[src/sv/sitoa_pkg.sv]
// Shared constants, types and elaboration helpers for the decimal text converter.
`default_nettype none
package sitoa_pkg;

	localparam int NumBitsDefault = 32;
	localparam int CharW          = 7;
	localparam int BcdW           = 4;
	localparam int Radix          = 10;

	localparam logic [CharW-1:0] ChZero  = 7'd48;
	localparam logic [CharW-1:0] ChMinus = 7'd45;

	typedef enum logic [1:0] {
		ST_IDLE,
		ST_CONV,
		ST_SIGN,
		ST_EMIT
	} state_t;

	// Decimal digits needed for the largest magnitude, 2^(bits-1).
	function automatic int num_digits(input int bits);
		longint unsigned p;
		int n;
		p = longint'(1) << (bits - 1);
		n = 0;
		do begin
			n = n + 1;
			p = p / Radix;
		end while (p != 0);
		return n;
	endfunction

endpackage
`default_nettype wire

[src/sv/sitoa_in_if.sv]
// Input channel: one signed integer per word.
`default_nettype none
interface sitoa_in_if #(
	parameter int NUM_BITS = sitoa_pkg::NumBitsDefault
);
	logic                valid;
	logic                ready;
	logic [NUM_BITS-1:0] value;

	modport source (output valid, output value, input ready);
	modport sink   (input valid, input value, output ready);
endinterface
`default_nettype wire

[src/sv/sitoa_out_if.sv]
// Output channel: one ASCII character per word, with an end-of-number flag.
`default_nettype none
interface sitoa_out_if;
	logic                        valid;
	logic                        ready;
	logic [sitoa_pkg::CharW-1:0] char_code;
	logic                        last_char;

	modport source (output valid, output char_code, output last_char, input ready);
	modport sink   (input valid, input char_code, input last_char, output ready);
endinterface
`default_nettype wire

[src/sv/signed_int_to_decimal_ascii.sv]
// Steps: shift-and-add-3 conversion of all NUM_BITS input bits on one shared BCD adjust unit,
// then a '-' when negative, then one BCD digit per step (leading zeros are dropped but still
// take their step); sign and digit steps wait for a free output slot. One number at a time:
// input ready only between numbers.
// Output characters leave at most one per cycle while the sink is ready.
// Reset (arst_n, asynchronous) returns the sequencer to idle and drops any held output.
`default_nettype none
module signed_int_to_decimal_ascii #(
	parameter int NUM_BITS = sitoa_pkg::NumBitsDefault
) (
	input  wire logic         clk,
	input  wire logic         arst_n,
	sitoa_in_if.sink          num,
	sitoa_out_if.source       text
);

	localparam int NumDigits = sitoa_pkg::num_digits(NUM_BITS);
	localparam int DigW      = NumDigits * sitoa_pkg::BcdW;
	localparam int CntW      = $clog2(NUM_BITS);
	localparam logic [CntW-1:0] ConvLast = CntW'(NUM_BITS - 1);
	localparam logic [CntW-1:0] DigLast  = CntW'(NumDigits - 1);

	sitoa_pkg::state_t state_q, state_d;

	logic [NUM_BITS-1:0]        bin_q;
	logic [DigW-1:0]            bcd_q;
	logic [CntW-1:0]            cnt_q;
	logic                       neg_q;
	logic                       started_q;
	logic                       ov_q;
	logic [sitoa_pkg::CharW-1:0] char_q;
	logic                       last_q;

	logic [NUM_BITS-1:0]        mag;
	logic [DigW-1:0]            bcd_adj;
	logic [DigW-1:0]            bcd_shift;
	logic [sitoa_pkg::BcdW-1:0] top_dig;
	logic                       slot_free;
	logic                       conv_done;
	logic                       dig_last;
	logic                       emit_dig;

	assign mag = num.value[NUM_BITS-1] ? (~num.value + 1'b1) : num.value;

	// Add 3 to every digit of five or more, then shift in the next binary bit.
	always_comb begin
		for (int i = 0; i < NumDigits; i++) begin
			if (bcd_q[i*sitoa_pkg::BcdW +: sitoa_pkg::BcdW] >= 4'd5) begin
				bcd_adj[i*sitoa_pkg::BcdW +: sitoa_pkg::BcdW] =
					bcd_q[i*sitoa_pkg::BcdW +: sitoa_pkg::BcdW] + 4'd3;
			end else begin
				bcd_adj[i*sitoa_pkg::BcdW +: sitoa_pkg::BcdW] =
					bcd_q[i*sitoa_pkg::BcdW +: sitoa_pkg::BcdW];
			end
		end
	end

	assign bcd_shift = {bcd_adj[DigW-2:0], bin_q[NUM_BITS-1]};
	assign top_dig   = bcd_q[DigW-1 -: sitoa_pkg::BcdW];
	assign slot_free = !ov_q || text.ready;
	assign conv_done = (cnt_q == ConvLast);
	assign dig_last  = (cnt_q == DigLast);
	// Drop leading zeros, but always print the units digit.
	assign emit_dig  = (top_dig != '0) || started_q || dig_last;

	always_comb begin
		state_d   = state_q;
		num.ready = 1'b0;
		case (state_q)
			sitoa_pkg::ST_IDLE: begin
				num.ready = 1'b1;
				if (num.valid) state_d = sitoa_pkg::ST_CONV;
			end
			sitoa_pkg::ST_CONV: begin
				if (conv_done) state_d = neg_q ? sitoa_pkg::ST_SIGN : sitoa_pkg::ST_EMIT;
			end
			sitoa_pkg::ST_SIGN: begin
				if (slot_free) state_d = sitoa_pkg::ST_EMIT;
			end
			sitoa_pkg::ST_EMIT: begin
				if (slot_free && dig_last) state_d = sitoa_pkg::ST_IDLE;
			end
			default: state_d = sitoa_pkg::ST_IDLE;
		endcase
	end

	always_ff @(posedge clk or negedge arst_n) begin
		if (!arst_n) begin
			state_q <= sitoa_pkg::ST_IDLE;
			ov_q    <= 1'b0;
		end else begin
			state_q <= state_d;
			if (text.ready) ov_q <= 1'b0;
			if (state_q == sitoa_pkg::ST_SIGN && slot_free) ov_q <= 1'b1;
			if (state_q == sitoa_pkg::ST_EMIT && slot_free && emit_dig) ov_q <= 1'b1;
		end
	end

	always_ff @(posedge clk) begin
		case (state_q)
			sitoa_pkg::ST_IDLE: begin
				bin_q     <= mag;
				bcd_q     <= '0;
				cnt_q     <= '0;
				neg_q     <= num.value[NUM_BITS-1];
				started_q <= 1'b0;
			end
			sitoa_pkg::ST_CONV: begin
				bcd_q <= bcd_shift;
				bin_q <= {bin_q[NUM_BITS-2:0], 1'b0};
				cnt_q <= conv_done ? '0 : cnt_q + 1'b1;
			end
			sitoa_pkg::ST_SIGN: begin
				if (slot_free) begin
					char_q <= sitoa_pkg::ChMinus;
					last_q <= 1'b0;
				end
			end
			sitoa_pkg::ST_EMIT: begin
				if (slot_free) begin
					bcd_q <= {bcd_q[DigW-sitoa_pkg::BcdW-1:0], {sitoa_pkg::BcdW{1'b0}}};
					cnt_q <= cnt_q + 1'b1;
					if (emit_dig) begin
						char_q    <= sitoa_pkg::ChZero + {3'b000, top_dig};
						last_q    <= dig_last;
						started_q <= 1'b1;
					end
				end
			end
			default: begin
				cnt_q <= '0;
			end
		endcase
	end

	assign text.valid     = ov_q;
	assign text.char_code = char_q;
	assign text.last_char = last_q;

endmodule
`default_nettype wire

[src/flat_wrapper.sv]
// flat-port wrapper written by rule: the top's interface ports become plain ports
module signed_int_to_decimal_ascii_flat 
#(
	parameter int NUM_BITS = sitoa_pkg::NumBitsDefault
)
  (clk, arst_n, num_valid, num_value, num_ready, text_valid, text_char_code, text_last_char, text_ready);
  sitoa_in_if #(.NUM_BITS(NUM_BITS)) num_i ();
  sitoa_out_if text_i ();
  input  wire logic clk;
  input  wire logic arst_n;
  input wire logic [$bits(num_i.valid)-1:0] num_valid;
  input wire logic [$bits(num_i.value)-1:0] num_value;
  output wire logic [$bits(num_i.ready)-1:0] num_ready;
  output wire logic [$bits(text_i.valid)-1:0] text_valid;
  output wire logic [$bits(text_i.char_code)-1:0] text_char_code;
  output wire logic [$bits(text_i.last_char)-1:0] text_last_char;
  input wire logic [$bits(text_i.ready)-1:0] text_ready;
  assign num_i.valid = num_valid;
  assign num_i.value = num_value;
  assign num_ready = num_i.ready;
  assign text_valid = text_i.valid;
  assign text_char_code = text_i.char_code;
  assign text_last_char = text_i.last_char;
  assign text_i.ready = text_ready;
  signed_int_to_decimal_ascii #(.NUM_BITS(NUM_BITS)) u_core (.clk(clk), .arst_n(arst_n), .num(num_i), .text(text_i));
endmodule
[config.mk]
export PLATFORM = sky130hd
export DESIGN_NAME = signed_int_to_decimal_ascii_flat
export DESIGN_NICKNAME = d
export VERILOG_FILES = /design/src/sv/sitoa_pkg.sv /design/src/sv/sitoa_in_if.sv /design/src/sv/sitoa_out_if.sv /design/src/sv/signed_int_to_decimal_ascii.sv /design/src/flat_wrapper.sv
export SDC_FILE = /design/constraint.sdc
export NUM_CORES = 1
export LEC_CHECK = 0
export ABC_AREA = 0
export BUFFER_PORTS_ARGS = -buffer_cell sky130_fd_sc_hd__clkbuf_2
export CELL_PAD_IN_SITES_DETAIL_PLACEMENT = 0
export CELL_PAD_IN_SITES_GLOBAL_PLACEMENT = 1
export CORE_ASPECT_RATIO = 1.25
export CORE_MARGIN = 5
export CORE_UTILIZATION = 51
export DETAILED_ROUTE_END_ITERATION = 8
export PLACE_DENSITY = 0.88
export REMOVE_ABC_BUFFERS = 1
export SLEW_MARGIN = 20
export SYNTH_ARGS = -nofsm -noshare
export SYNTH_HDL_FRONTEND = slang
export SYNTH_SLANG_ARGS = --single-unit
[constraint.sdc]
create_clock -name clk -period 7 [get_ports clk]
set_clock_uncertainty 0.05 [all_clocks]
set_input_delay 1.05 -clock clk [delete_from_list [all_inputs] [get_ports clk]]
set_output_delay 1.05 -clock clk [all_outputs]
set_load 0.02 [all_outputs]
======== Word-level counts from Yosys, hierarchy flattened ========
Index checks and enable logic that the tools add are counted.
storage, ports and cells
  logic and storage cells ................. 101
  flip-flop bits (word level) ............. 90
  input port bits ......................... 36
cells by class
  add/sub/neg operators ................... 13
  bitwise gates (word level) .............. 1
  multiplexer cells ....................... 38
  $lt $le $gt $ge ......................... 10
  reduce and logical (&&, ||, !) cells .... 19
  eq/ne operators ......................... 11
operators by type and width
  cell                     number
  $pmux W40 S3             1
  $pmux W32 S2             1
  $ge A4 B3 Y1 const B     10
  $mux W40                 1
  $add A4 B2 Y4 const B    9
  $mux W4                  9
  $add A32 B1 Y32 const B  1
  $mux W32                 1
  $not A32 Y32             1
  $mux W7                  3
  $pmux W5 S3              1
  $pmux W7 S2              1
  $mux W1                  10
  $mux W5                  2
  $ne A2 B1 Y1 const B     5
  $mux W2                  4
  $pmux W2 S4              1
  $reduce_and A4 Y1        2
  $add A6 B4 Y7 const A    1
  $reduce_bool A2 Y1       3
  $reduce_bool A3 Y1       2
  $add A5 B1 Y5 const B    1
  $eq A5 B4 Y1 const B     1
  $eq A5 B5 Y1 const B     1
  other kinds (13)         20

======== Depth between registers and ports, before layout ========
Gate-level depths: netlist of the first run.
  depth after elaboration ................. 6
  gate-level depth with buffers ........... 8
  gate-level depth less buffers ........... 6

======== Worst setup path before layout of the first run ========
Ideal clock, no wire load.
  kind .................................... input port to flip-flop
  start ................................... input port text_ready
  end ..................................... register u_core.bcd_q[0], enable pin
  cell stages on the path ................. 2
  setup slack ............................. 3.131 ns
  buffers on the path ..................... 0
  arrival time ............................ 3.357 ns
  cell sequence ........................... nor2b_1 -> a21oi_1
between the ends
  cells in the longest elaborated chain, start to end .. 3
RTL lines
  element                      RTL line                            text
  start: declaration           flat_wrapper.sv:17                  input wire logic [$bits(text_i.ready)-1:0] text_ready;
  $logic_or A1 B1 Y1           signed_int_to_decimal_ascii.sv:60   assign slot_free = !ov_q || text.ready;
  $ne A2 B1 Y1 (no line)       -
  $reduce_and A2 Y1 (no line)  -
  end signal: assignment       signed_int_to_decimal_ascii.sv:109  bcd_q <= bcd_shift;
  end signal: assignment       signed_int_to_decimal_ascii.sv:121  bcd_q <= {bcd_q[DigW-sitoa_pkg::BcdW-1:0], {sitoa_pkg::BcdW{1'b0}}};
  end: declaration             signed_int_to_decimal_ascii.sv:26   logic [DigW-1:0] bcd_q;
Every way passes these cells.
A chain may end at the register's enable or synchronous reset.

======== Worst setup path after layout of the first run ========
  start ................................... register u_core.state_q[1]
  end ..................................... register u_core.bin_q[24], enable pin
between the ends
  cells in the longest elaborated chain, start to end .. 2
RTL lines
  element                                           RTL line                            text
  start: declaration                                signed_int_to_decimal_ascii.sv:23   sitoa_pkg::state_t state_q, state_d;
  start signal: assignment                          signed_int_to_decimal_ascii.sv:89   state_q <= sitoa_pkg::ST_IDLE;
  start signal: assignment                          signed_int_to_decimal_ascii.sv:92   state_q <= state_d;
  $eq A2 B1 Y1 or $logic_not A2 Y1 (tied branches)  signed_int_to_decimal_ascii.sv:100  case (state_q)
  $reduce_bool A2 Y1 (no line) *                    -
  end signal: assignment                            signed_int_to_decimal_ascii.sv:102  bin_q <= mag;
  end signal: assignment                            signed_int_to_decimal_ascii.sv:110  bin_q <= {bin_q[NUM_BITS-2:0], 1'b0};
  end: declaration                                  signed_int_to_decimal_ascii.sv:25   logic [NUM_BITS-1:0] bin_q;
Every way passes the cells marked *; elsewhere a longest branch is shown, timed or not.

==> key figures, run 1 <==
Setup path
  – CP max stage delay: 0.62 ns
  – Delay-heaviest family, CP: buffers and inverters
  – Worst Setup Start Kind: flip-flop
  – Most frequent CP cell: buf_4
  – Worst setup path class: reg2reg
  – Worst-path fanout max: 83
  – Critical-path cell list: inv_1 -> ha_2 -> buf_4 -> inv_1 -> buf_4 -> nand2_1 -> buf_4
  – Crit. End Element: flip-flop
  – Critical Path RT: 6.94 ns
  – Critical path data arrival time: 3.16 ns
  – Worst path slowest cell: buf_4
  – Bufs and invs on worst path: 5

Status
  – Status: finished, final reports clean

Global routing
  – Initial antenna violation count: 0
  – Largest net degree at the start of global routing: 84
  – Vias in the first global route: 4262
  – Gr usage total: 0.187
  – First-pass GRT wire length: 19800 um
  – Remaining Overflow, GRT: 0

STA
  – Relative slew slack: 0.436
  – Setup slack after layout: 3.78 ns
  – Final setup viols: 0
  – Period utilisation layout: 0.461
  – Clock period minus worst slack: 3.22 ns
  – Fin. Hold Viols: 0
  – Setup total negative slack: 0 ns
  – Fmax: 0.310 GHz
  – Least-Margin Pin Slew: 0.844 ns
  – Pins Over Slew Limit: 0
  – RSZ-0062 raised after global routing: false

Logic synthesis
  – Yosys warnings: 0
  – Synth cell types: 53
  – Cells after Synth: 541
  – Syn avg cell area: 10.2 um2
  – Main synth FF type: edfxtp_1
  – Synth Register Bits: 88
  – Async set-reset flop share out of synthesis: 0.0341
  – Share of the yosys chip area belonging to registers: 0.475
  – Mapped Area: 5530 um2
  – EDFF count, synth: 85

Routing
  – Routed Antenna Nets: 0
  – Vias per inst: 6.00
  – Total routed wirelength: 11600 um
  – Drt pass-1 iters: 4
  – Initial detailed-routing violation count: 147
  – Remaining DRCs: 0
  – DR WL/cell: 16.4 um
  – Routed vias: 4223

Die
  – Ports: 46
  – Die area: 13000 um2
  – FP Rows: 42
  – Starting Density: 0.521
  – Die X: 103 um
  – Core area: 10600 um2
  – Chip height: 126 um

Clocking
  – Setup Buffers After CTS: 0
  – Hold buffers post-CTS: 0
  – CTS sink count: 88
  – CTS max path bufs: 2
  – CTS root buffer: clkbuf_16
  – CTS resizes: 0
  – Worst-skew pair later-pin latency: 0.34 ns
  – CTS H-tree depth: 3
  – Clock transition at path regs: 0.06 ns
  – CTS Buf Count: 9
  – CTS tree: yes

Placed design
  – Place WS: 3.49 ns
  – Hpwl dp: 7890 um
  – Port Buffers: 43
  – Final Wtd Congestion: 0.804

Final layout
  – Layout Area Growth over Synthesis: 11.3%
  – Fillcell total: 908
  – N_diodes: 0
  – Post-layout util: 0.580
  – Layout cells sized above 1: 0.131
  – Nets@finish: 633

Hold path
  – Hold Path Class: in2async

Power
  – Maximum VDD drop: 0.236 mV
  – Leak: 2.35 nW
  – Pwr per Cell Area: 473 nW/um2

Flow run
  – Max-cap viol count: 0
[report_power, final]
part / leakage, nW / internal [mW] / total, mW / switching [mW]
sequential: 0.911 / 0.998 / 1.15 / 0.157
combinational: 1.29 / 0.472 / 1.24 / 0.771
clock: 0.158 / 0.320 / 0.516 / 0.196
[flip-flops by register name, indices dropped and copies added, names as in the netlist]
register,cells
u_core.started_q,1
u_core.bin_q,32
u_core.state_q,2
u_core.bcd_q,40
u_core.text.valid,1
u_core.text.last_char,1
u_core.text.char_code,5
u_core.neg_q,1
u_core.cnt_q,5
[kinds of logic (layout without fill, tap and decap cells)]
kind of cell,Yosys count,count (layout),share of synthesized area
muxes,14,14,0.0262
other,2,2,0.00136
adders and majority gates,30,30,0.0679
buffers and inverters,69,100,0.0486
and+or+nand+nor,172,172,0.171
DFF,88,88,0.475
AOI/OAI and AO/OA,138,138,0.166
xor gates and xnor gates,28,28,0.0443
[Yosys cell counts (5+ instances only)]
| cell type | number | area [um2] |
|---|---|---|
| a21oi_1 | 32 | 160 |
| a22o_1 | 9 | 78.8 |
| a22oi_1 | 7 | 52.6 |
| a31oi_1 | 8 | 50.1 |
| and3_1 | 8 | 50.1 |
| buf_1 | 5 | 18.8 |
| clkbuf_1 | 25 | 93.8 |
| edfxtp_1 | 85 | 2550 |
| ha_1 | 30 | 375 |
| inv_1 | 35 | 131 |
| mux2i_1 | 10 | 100 |
| nand2_1 | 28 | 105 |
| nand2b_1 | 14 | 87.6 |
| nand3_1 | 16 | 80.1 |
| nand3b_1 | 6 | 45.0 |
| nand4_1 | 11 | 68.8 |
| nor2_1 | 29 | 109 |
| nor2b_1 | 8 | 50.1 |
| nor3_1 | 11 | 55.1 |
| nor3b_1 | 6 | 45.0 |
| nor4_1 | 6 | 37.5 |
| o21a_1 | 5 | 37.5 |
| o21ai_0 | 24 | 120 |
| o22ai_1 | 15 | 93.8 |
| o31ai_1 | 8 | 60.1 |
| o32ai_1 | 7 | 61.3 |
| or3_1 | 10 | 62.6 |
| or4_1 | 11 | 82.6 |
| xnor2_1 | 16 | 140 |
| xor2_1 | 12 | 105 |
[final cells by class]
class                   instances  area (um2)  share of cell area
clock buffers                  10         239              0.0388
flip-flops and latches         88        2630               0.427
well taps                     132         165              0.0268
repair buffers                 49         260              0.0423
clock inverters                 6        82.6              0.0134
multi-input cells             384        2650               0.430
inverters                      35         131              0.0214
[per-stage QoR]
stage	hold WS, ns	total power, mW	cells	area (um2)
after CTS	0.440	2.93	704	6150
after detailed placement	0.462	2.41	688	5830
final	0.450	2.91	704	6150
after floorplan	0.448	2.06	507	5390
after global placement	0.456	2.34	688	5830
after global routing	0.441	3.13	704	6150
[layer usage]
layer  share of wire  routed length [um]  global-route usage  up-vias
met1            0.43                4940               0.235     2014
met4           0.016                 187              0.0640        0
li1                -                   -                   -     2096
met3           0.045                 520              0.0379       14
met2            0.51                5910               0.315       99
met5               0                   0                   0        -
[worst paths after layout]
kind,slack [ns],from,endpoint,cells after the start
max in group asynchronous,6.33,arst_n,u_core.state_q[0],1
hold reg to reg,0.48,u_core.bin_q[30],u_core.bin_q[31],2
hold / removal,0.45,arst_n,u_core.text.valid,1
setup reg to reg,3.78,u_core.state_q[1],u_core.bin_q[24],7
min in group clk,0.48,u_core.bin_q[30],u_core.bin_q[31],2
setup / recovery,3.78,u_core.state_q[1],u_core.bin_q[24],7
[cells in the final DEF, fill, tap and decap left out, types with 4 or more instances in the layout]
cell type,netlist,routed
edfxtp_1,85,85
clkbuf_2,0,43
inv_1,35,35
a21oi_1,32,31
nor2_1,29,29
ha_1,30,29
nand2_1,28,28
o21ai_0,24,24
nand3_1,16,16
xnor2_1,16,16
o22ai_1,15,15
nand2b_1,14,14
xor2_1,12,12
nor3_1,11,11
or4_1,11,11
nand4_1,11,11
mux2i_1,10,10
or3_1,10,10
a22o_1,9,9
clkbuf_16,0,9
and3_1,8,8
nor2b_1,8,8
a31oi_1,8,8
o31ai_1,8,8
o32ai_1,7,7
a22oi_1,7,7
nor3b_1,6,6
nor4_1,6,6
nand3b_1,6,6
buf_4,2,6
o21a_1,5,5
a41oi_1,4,4
mux2_2,4,4
(Power assumes the default switching activity.)
==> run 2: changes to the inputs <==
Settings changed: CORE_UTILIZATION 51 to 48, PLACE_DENSITY 0.88 to 0.84.
Clock period 7 ns to 3.25 ns, I/O delays scaled along.
==> run 2 against run 1 <==
Effect of this change: total power grew 110%; final cell count grew 0.57%; count of clock-buffer cells in the layout grew 3; hold slack lost 0.011 ns; sequential cell count is the same.
==> key figures, run 2 (synthesis gave the netlist of run 1 again) <==
Power
  – Leak: 2.34 nW (was 2.35 nW)
  – Logic pwr share: 0.439 (was 0.426)
  – Switching pwr: 2.39 mW (was 1.12 mW)
  – Internal: 3.77 mW (was 1.79 mW)
  – Pwr per Cell Area: 1000 nW/um2 (was 473 nW/um2)
  – Sw Share: 0.388 (was 0.386)
  – Clk pwr share: 0.160 (was 0.177)
  – Maximum VDD drop: 0.462 mV (was 0.236 mV)
  – Power share of the sequential group: 0.402 (was 0.396)

Global routing
  – Initial antenna violation count: 0 (unchanged)
  – Largest net degree at the start of global routing: 83 (was 84)
  – Vias in the first global route: 4091 (was 4262)
  – First-pass GRT wire length: 19600 um (was 19800 um)
  – Remaining Overflow, GRT: 0 (unchanged)
  – Gr usage total: 0.174 (was 0.187)

Die
  – Die area: 13800 um2 (was 13000 um2)
  – Ports: 46 (unchanged)
  – FP Rows: 43 (was 42)
  – Die X: 106 um (was 103 um)
  – Core area: 11200 um2 (was 10600 um2)
  – Chip height: 130 um (was 126 um)
  – Starting Density: 0.494 (was 0.521)

Placed design
  – Final Wtd Congestion: 0.812 (was 0.804)
  – Port Buffers: 43 (unchanged)
  – Placed Area: 5850 um2 (was 5830 um2)
  – Placed Instances: 693 (was 688)
  – Hpwl dp: 7830 um (was 7890 um)

Final layout
  – Nets@finish: 636 (was 633)
  – Fin cells: 708 (was 704)
  – Layout cells sized above 1: 0.124 (was 0.131)
  – Layout Area Growth over Synthesis: 10.9% (was 11.3%)
  – Most common cell after layout, fill and taps aside: edfxtp_1 (unchanged)
  – Fillcell total: 958 (was 908)
  – Max FFs per register: 40 (unchanged)
  – Top Registers: u_core.bcd_q: 40 flops, u_core.bin_q: 32 flops (unchanged)
  – Multi-input logic area: 2650 um2 (unchanged)
  – Post-layout util: 0.548 (was 0.580)
  – Biggest register: u_core.bcd_q (unchanged)
  – Sequential cell area: 2630 um2 (unchanged)
  – Finished Cell Area: 6130 um2 (was 6150 um2)
  – N_diodes: 0 (unchanged)
  – Most frequent cells in the layout: 85 x edfxtp_1, 43 x clkbuf_2, 35 x inv_1, 31 x a21oi_1 (unchanged)

STA
  – Pins Over Slew Limit: 0 (unchanged)
  – Period utilisation layout: 0.793
  – Worst hold slack: 0.439 ns (was 0.450 ns)
  – Relative slew slack: 0.475 (was 0.436)
  – Setup total negative slack: 0 ns (unchanged)
  – Least-Margin Pin Slew: 0.787 ns (was 0.844 ns)
  – Fmax: 0.388 GHz
  – Final setup viols: 0 (unchanged)
  – Clock period minus worst slack: 2.58 ns
  – RSZ-0062 raised after global routing: false (unchanged)
  – Fin. Hold Viols: 0 (unchanged)

Setup path
  – Crit. End Element: flip-flop (unchanged)
  – Worst setup path class: in2reg (was reg2reg)
  – Worst Setup Start Kind: input port (was flip-flop)
  – Worst-path fanout max: 10 (was 83)
  – R2r startpoint: u_core.state_q[1] (unchanged)
  – Reg2reg end: u_core.state_q[0] (was u_core.bin_q[24])
  – Worst Reg-to-Reg Cells: 6 (was 7)
  – Critical Path Start: num_value[0] (was u_core.state_q[1])
  – R2R Setup Slk: 1.04 ns (was 3.78 ns)
  – Critical Path RT: 3.39 ns (was 6.94 ns)
  – Critical path data arrival time: 2.72 ns (was 3.16 ns)
  – CP endpoint: u_core.bin_q[22] (was u_core.bin_q[24])

Clocking
  – Clock transition at path regs: 0.06 ns (about the same)
  – CTS root buffer: clkbuf_16 (unchanged)
  – CTS max path bufs: 2 (unchanged)
  – CTS Buf Count: 9 (unchanged)
  – CTS resizes: 0 (unchanged)
  – Worst-skew pair later-pin latency: 0.33 ns (was 0.34 ns)
  – CTS H-tree depth: 3 (unchanged)
  – CTS sink count: 88 (unchanged)
  – CTS tree: yes (unchanged)

Routing
  – Vias per inst: 6.02 (was 6.00)
  – Remaining DRCs: 0 (unchanged)
  – Routed Antenna Nets: 0 (unchanged)
  – Drt pass-1 iters: 5 (was 4)
  – Total routed wirelength: 11500 um (was 11600 um)
  – DR WL/cell: 16.2 um (was 16.4 um)
  – Routed vias: 4261 (was 4223)
  – Initial detailed-routing violation count: 200 (was 147)

Hold path
  – Hold Path Class: in2async (unchanged)

Flow run
  – Max-cap viol count: 0 (unchanged)

Status
  – Status: finished, final reports clean (unchanged)
run 2: cell types whose count changed in the layout (fill, tap and decap cells not counted):
cell,change
clkbuf_8,-1
buf_4,+2
clkinv_2,-3
clkbuf_1,+4
clkinvlp_4,-1
bufinv_16,-1
dlygate4sd3_1,+1
run 2: what timing repair did:
| item | in CTS | in global routing |
|---|---|---|
| buffers inserted | 0 | 0 |
| hold endpoints to repair | 3 | 0 |
| hold buffers | 1 | 0 |
run 2: worst min-delay path by stage:
stage	slack, ns	cells after the start	end
floorplan	0.14	0	u_core.state_q[0]
global placement	0.23	1	u_core.state_q[1]
detailed placement	0.24	1	u_core.state_q[1]
CTS	0.42	2	u_core.state_q[1]
global route	0.45	2	u_core.text.valid
finish	0.44	2	u_core.state_q[1]
run 2: final cells by class:
type / instances / area share
multi-input combinational: 384 / 0.432
sequential: 88 / 0.429
timing repair buffer: 52 / 0.0465
clock buffer: 13 / 0.0392
tap: 135 / 0.0276
inverter: 35 / 0.0214
clock inverter: 1 / 0.00490
run 2: stage by stage:
| step | setup slack, ns | power (mW) |
|---|---|---|
| after detailed placement | 0.330 | 5.21 |
| after CTS | 0.686 | 6.22 |
| final | 0.672 | 6.15 |
| after floorplan | -1.03 | 4.44 |
| after global routing | 0.567 | 6.64 |
| after global placement | 0.398 | 5.08 |
run 2: worst max-delay path, stage by stage:
cell      delay [ns]
clkbuf_2        0.09
inv_1           0.07
ha_1            0.16
or3b_2          0.58
or4_1           0.68
or4_1           0.55
nand3_1         0.09
run 2: power groups by stage:
stage | clock [mW] | sequential (mW) | combinational [mW]
after detailed placement | 0 | 2.50 | 2.71
final | 0.981 | 2.47 | 2.70
after CTS | 1.00 | 2.48 | 2.74
after global routing | 1.05 | 2.55 | 3.05
after floorplan | 0 | 2.47 | 1.97
after global placement | 0 | 2.48 | 2.60
run 2: per-layer routing:
layer,track usage,up-vias,part of all wire
met1,0.221,2033,0.43
met3,0.0307,13,0.049
met4,0.0617,0,0.016
met5,0,-,0
met2,0.299,107,0.50
li1,-,2108,-
==> run 3: changes to the inputs <==
Settings changed: ABC_AREA 0 to 1, CORE_UTILIZATION 48 to 41, PLACE_DENSITY 0.84 to 0.79.
Clock period 3.25 ns to 2.25 ns, I/O delays scaled along.
==> run 3 against run 2 <==
Effect of this change: clock power grew 74%; final cell count grew 27%; synthesized cell count is 26% higher; via count rose by 9.6%; utilization decreased by 8.1 points; synthesized area rose by 2.4%.
==> key figures, run 3 <==
Final layout
  – Layout cells sized above 1: 0.135 (was 0.124)
  – Most frequent cells in the layout: 130 x nand2_1, 95 x nor2_1, 85 x edfxtp_1, 82 x inv_1, 65 x o21ai_0 (was 85 x edfxtp_1, 43 x clkbuf_2, 35 x inv_1, 31 x a21oi_1)
  – Most common cell after layout, fill and taps aside: nand2_1 (was edfxtp_1)
  – Post-layout util: 0.467 (was 0.548)
  – Top Registers: u_core.bcd_q: 40 flops, u_core.bin_q: 32 flops (unchanged)
  – N_diodes: 0 (unchanged)
  – Layout Area Growth over Synthesis: 12.8% (was 10.9%)
  – Nets@finish: 786 (was 636)
  – Max FFs per register: 40 (unchanged)
  – Biggest register: u_core.bcd_q (unchanged)

Logic synthesis
  – Syn avg cell area: 8.32 um2 (was 10.2 um2)
  – Synth cell types: 37 (was 53)
  – Share of the yosys chip area belonging to registers: 0.464 (was 0.475)
  – Dominant cell by count in the synthesized netlist: nand2_1 (was edfxtp_1)
  – Area leader, netlist: edfxtp_1 (unchanged)
  – Yosys warnings: 0 (unchanged)
  – Top-area cell type share of the netlist area: 0.451 (was 0.462)
  – Post-synth top cells: 130 x nand2_1, 95 x nor2_1, 85 x edfxtp_1 (was 85 x edfxtp_1, 35 x inv_1, 32 x a21oi_1)
  – Mapped Area: 5660 um2 (was 5530 um2)
  – Main synth FF type: edfxtp_1 (unchanged)
  – Cells after Synth: 681 (was 541)
  – EDFF count, synth: 85 (unchanged)
  – Synth Register Bits: 88 (unchanged)
  – Async set-reset flop share out of synthesis: 0.0341 (unchanged)
  – Top post-synthesis cells by area: edfxtp_1 45%, nand2_1 8.6%, ha_1 6.6% (was edfxtp_1 46%, ha_1 6.8%, a21oi_1 2.9%)

Setup path
  – Reg2reg end: u_core.bin_q[27] (was u_core.state_q[0])
  – Worst Setup Start Kind: flip-flop (was input port)
  – Critical path data arrival time: 1.86 ns (was 2.72 ns)
  – Worst-path fanout max: 32 (was 10)
  – Worst path slowest cell: or2_2 (was or4_1)
  – R2R Setup Slk: 0.31 ns (was 1.04 ns)
  – Critical Path RT: 2.16 ns (was 3.39 ns)
  – R2r startpoint: u_core.state_q[0] (was u_core.state_q[1])
  – Worst setup path class: reg2reg (was in2reg)
  – Crit. End Element: flip-flop (unchanged)
  – Critical-path cell list: inv_1 -> ha_1 -> or2_2 (was clkbuf_2 -> inv_1 -> ha_1 -> or3b_2 -> or4_1 -> or4_1 -> nand3_1)
  – CP max stage delay: 0.64 ns (was 0.68 ns)
  – Worst Reg-to-Reg Cells: 3 (was 6)

Die
  – Die area: 16300 um2 (was 13800 um2)
  – Chip height: 141 um (was 130 um)
  – Die X: 115 um (was 106 um)
  – Core area: 13700 um2 (was 11200 um2)
  – Starting Density: 0.414 (was 0.494)
  – FP Rows: 48 (was 43)
  – Ports: 46 (unchanged)

Clocking
  – CTS resizes: 0 (unchanged)
  – CTS sink count: 88 (unchanged)
  – CTS H-tree depth: 3 (unchanged)
  – CTS max path bufs: 2 (unchanged)
  – Clock transition at path regs: 0.07 ns (was 0.06 ns)
  – CTS Buf Count: 9 (unchanged)
  – Hold buffers post-CTS: 1 (unchanged)
  – CTS root buffer: clkbuf_16 (unchanged)
  – Setup Buffers After CTS: 0 (unchanged)
  – Worst-skew pair later-pin latency: 0.34 ns (was 0.33 ns)
  – CTS tree: yes (unchanged)

Routing
  – Total routed wirelength: 12200 um (was 11500 um)
  – Drt pass-1 iters: 4 (was 5)
  – Routed Antenna Nets: 0 (unchanged)
  – Routed vias: 4668 (was 4261)
  – Vias per inst: 5.19 (was 6.02)
  – DR WL/cell: 13.6 um (was 16.2 um)
  – Remaining DRCs: 0 (unchanged)
  – Initial detailed-routing violation count: 300 (was 200)

Power
  – Maximum VDD drop: 0.683 mV (was 0.462 mV)
  – Pwr per Cell Area: 1330 nW/um2 (was 1000 nW/um2)
  – Leak: 2.79 nW (was 2.34 nW)

Global routing
  – Initial antenna violation count: 0 (unchanged)
  – Vias in the first global route: 4651 (was 4091)
  – Largest net degree at the start of global routing: 46 (was 83)
  – First-pass GRT wire length: 20800 um (was 19600 um)
  – Remaining Overflow, GRT: 0 (unchanged)
  – Gr usage total: 0.156 (was 0.174)

Placed design
  – Final Wtd Congestion: 0.831 (was 0.812)
  – Hpwl dp: 8960 um (was 7830 um)
  – Place WS: 0.296 ns (was 0.330 ns)
  – Port Buffers: 43 (unchanged)

Hold path
  – Hold Path Class: in2async (unchanged)

Flow run
  – Max-cap viol count: 0 (unchanged)

STA
  – Final setup viols: 0 (unchanged)
  – Setup slack after layout: 0.309 ns (was 0.672 ns)
  – RSZ-0062 raised after global routing: false (unchanged)
  – Fmax: 0.515 GHz
  – Least-Margin Pin Slew: 0.748 ns (was 0.787 ns)
  – Pins Over Slew Limit: 0 (unchanged)
  – Fin. Hold Viols: 0 (unchanged)
  – Relative slew slack: 0.501 (was 0.475)
  – Period utilisation layout: 0.863
  – Clock period minus worst slack: 1.94 ns

Status
  – Status: finished, final reports clean (unchanged)
run 3: layer usage:
layer,global-route usage,share of wire,wire (um),vias to the layer above
met4,0.0507,0.011,129,0
met1,0.194,0.46,5610,2213
li1,-,-,-,2368
met3,0.0260,0.031,377,11
met5,0,0,0,-
met2,0.273,0.50,6100,76
run 3: layout make-up:
type                       count  area (um2)
clock buffer                  10         229
clock inverter                 6         108
timing repair buffer          52         310
fill                        1373        7300
inverter                      88         330
multi-input combinational    481        2560
tap                          175         219
sequential                    88        2630
run 3: cells by family after synthesis:
| logic type | share of synthesized area |
|---|---|
| simple gates | 0.234 |
| compound gates | 0.137 |
| buf+inv | 0.0833 |
| flops | 0.464 |
| fa+ha+maj | 0.0663 |
| xor+xnor | 0.0139 |
| other cells | 0.00133 |
run 3: report_power, final:
part	switching, mW	internal, mW	leakage (nW)
Clock	0.627	1.08	0.162
Combinational	2.25	1.11	1.71
Sequential	0.402	3.01	0.921
Total	3.28	5.20	2.79
run 3: through the flow:
stage / TNS [ns] / cells / hold WS, ns / cell area, um2 / power, mW
2_1_floorplan: -27.60 / 657 / -0.00809 / 5520 / 5.74
3_3_place_gp: 0 / 883 / 0.0876 / 6040 / 6.68
3_5_place_dp: 0 / 883 / 0.0876 / 6040 / 6.82
4_1_cts: 0 / 900 / 0.268 / 6390 / 8.56
5_1_grt: 0 / 900 / 0.290 / 6390 / 9.17
6_report: 0 / 900 / 0.276 / 6390 / 8.48
run 3: worst max-delay path: cells and delay by family, from the launching register on:
kind,cells,cell delay (ns)
adder cells (fa/ha/maj),1,0.28
AND/OR/NAND/NOR,1,0.64
flip-flops,1,0.42
buffers and inverters,1,0.16
run 3: worst max path at each step:
| stage | cells past startpoint | slack (ns) | start | endpoint |
|---|---|---|---|---|
| floorplan | 8 | -0.63 | u_core.state_q[1] | u_core.state_q[1] |
| global placement | 5 | 0.40 | u_core.state_q[1] | u_core.text.char_code[3] |
| detailed placement | 3 | 0.30 | u_core.state_q[0] | u_core.bin_q[21] |
| CTS | 3 | 0.28 | u_core.state_q[0] | u_core.bin_q[31] |
| global route | 3 | 0.15 | u_core.state_q[0] | u_core.bin_q[28] |
| finish | 3 | 0.31 | u_core.state_q[0] | u_core.bin_q[27] |
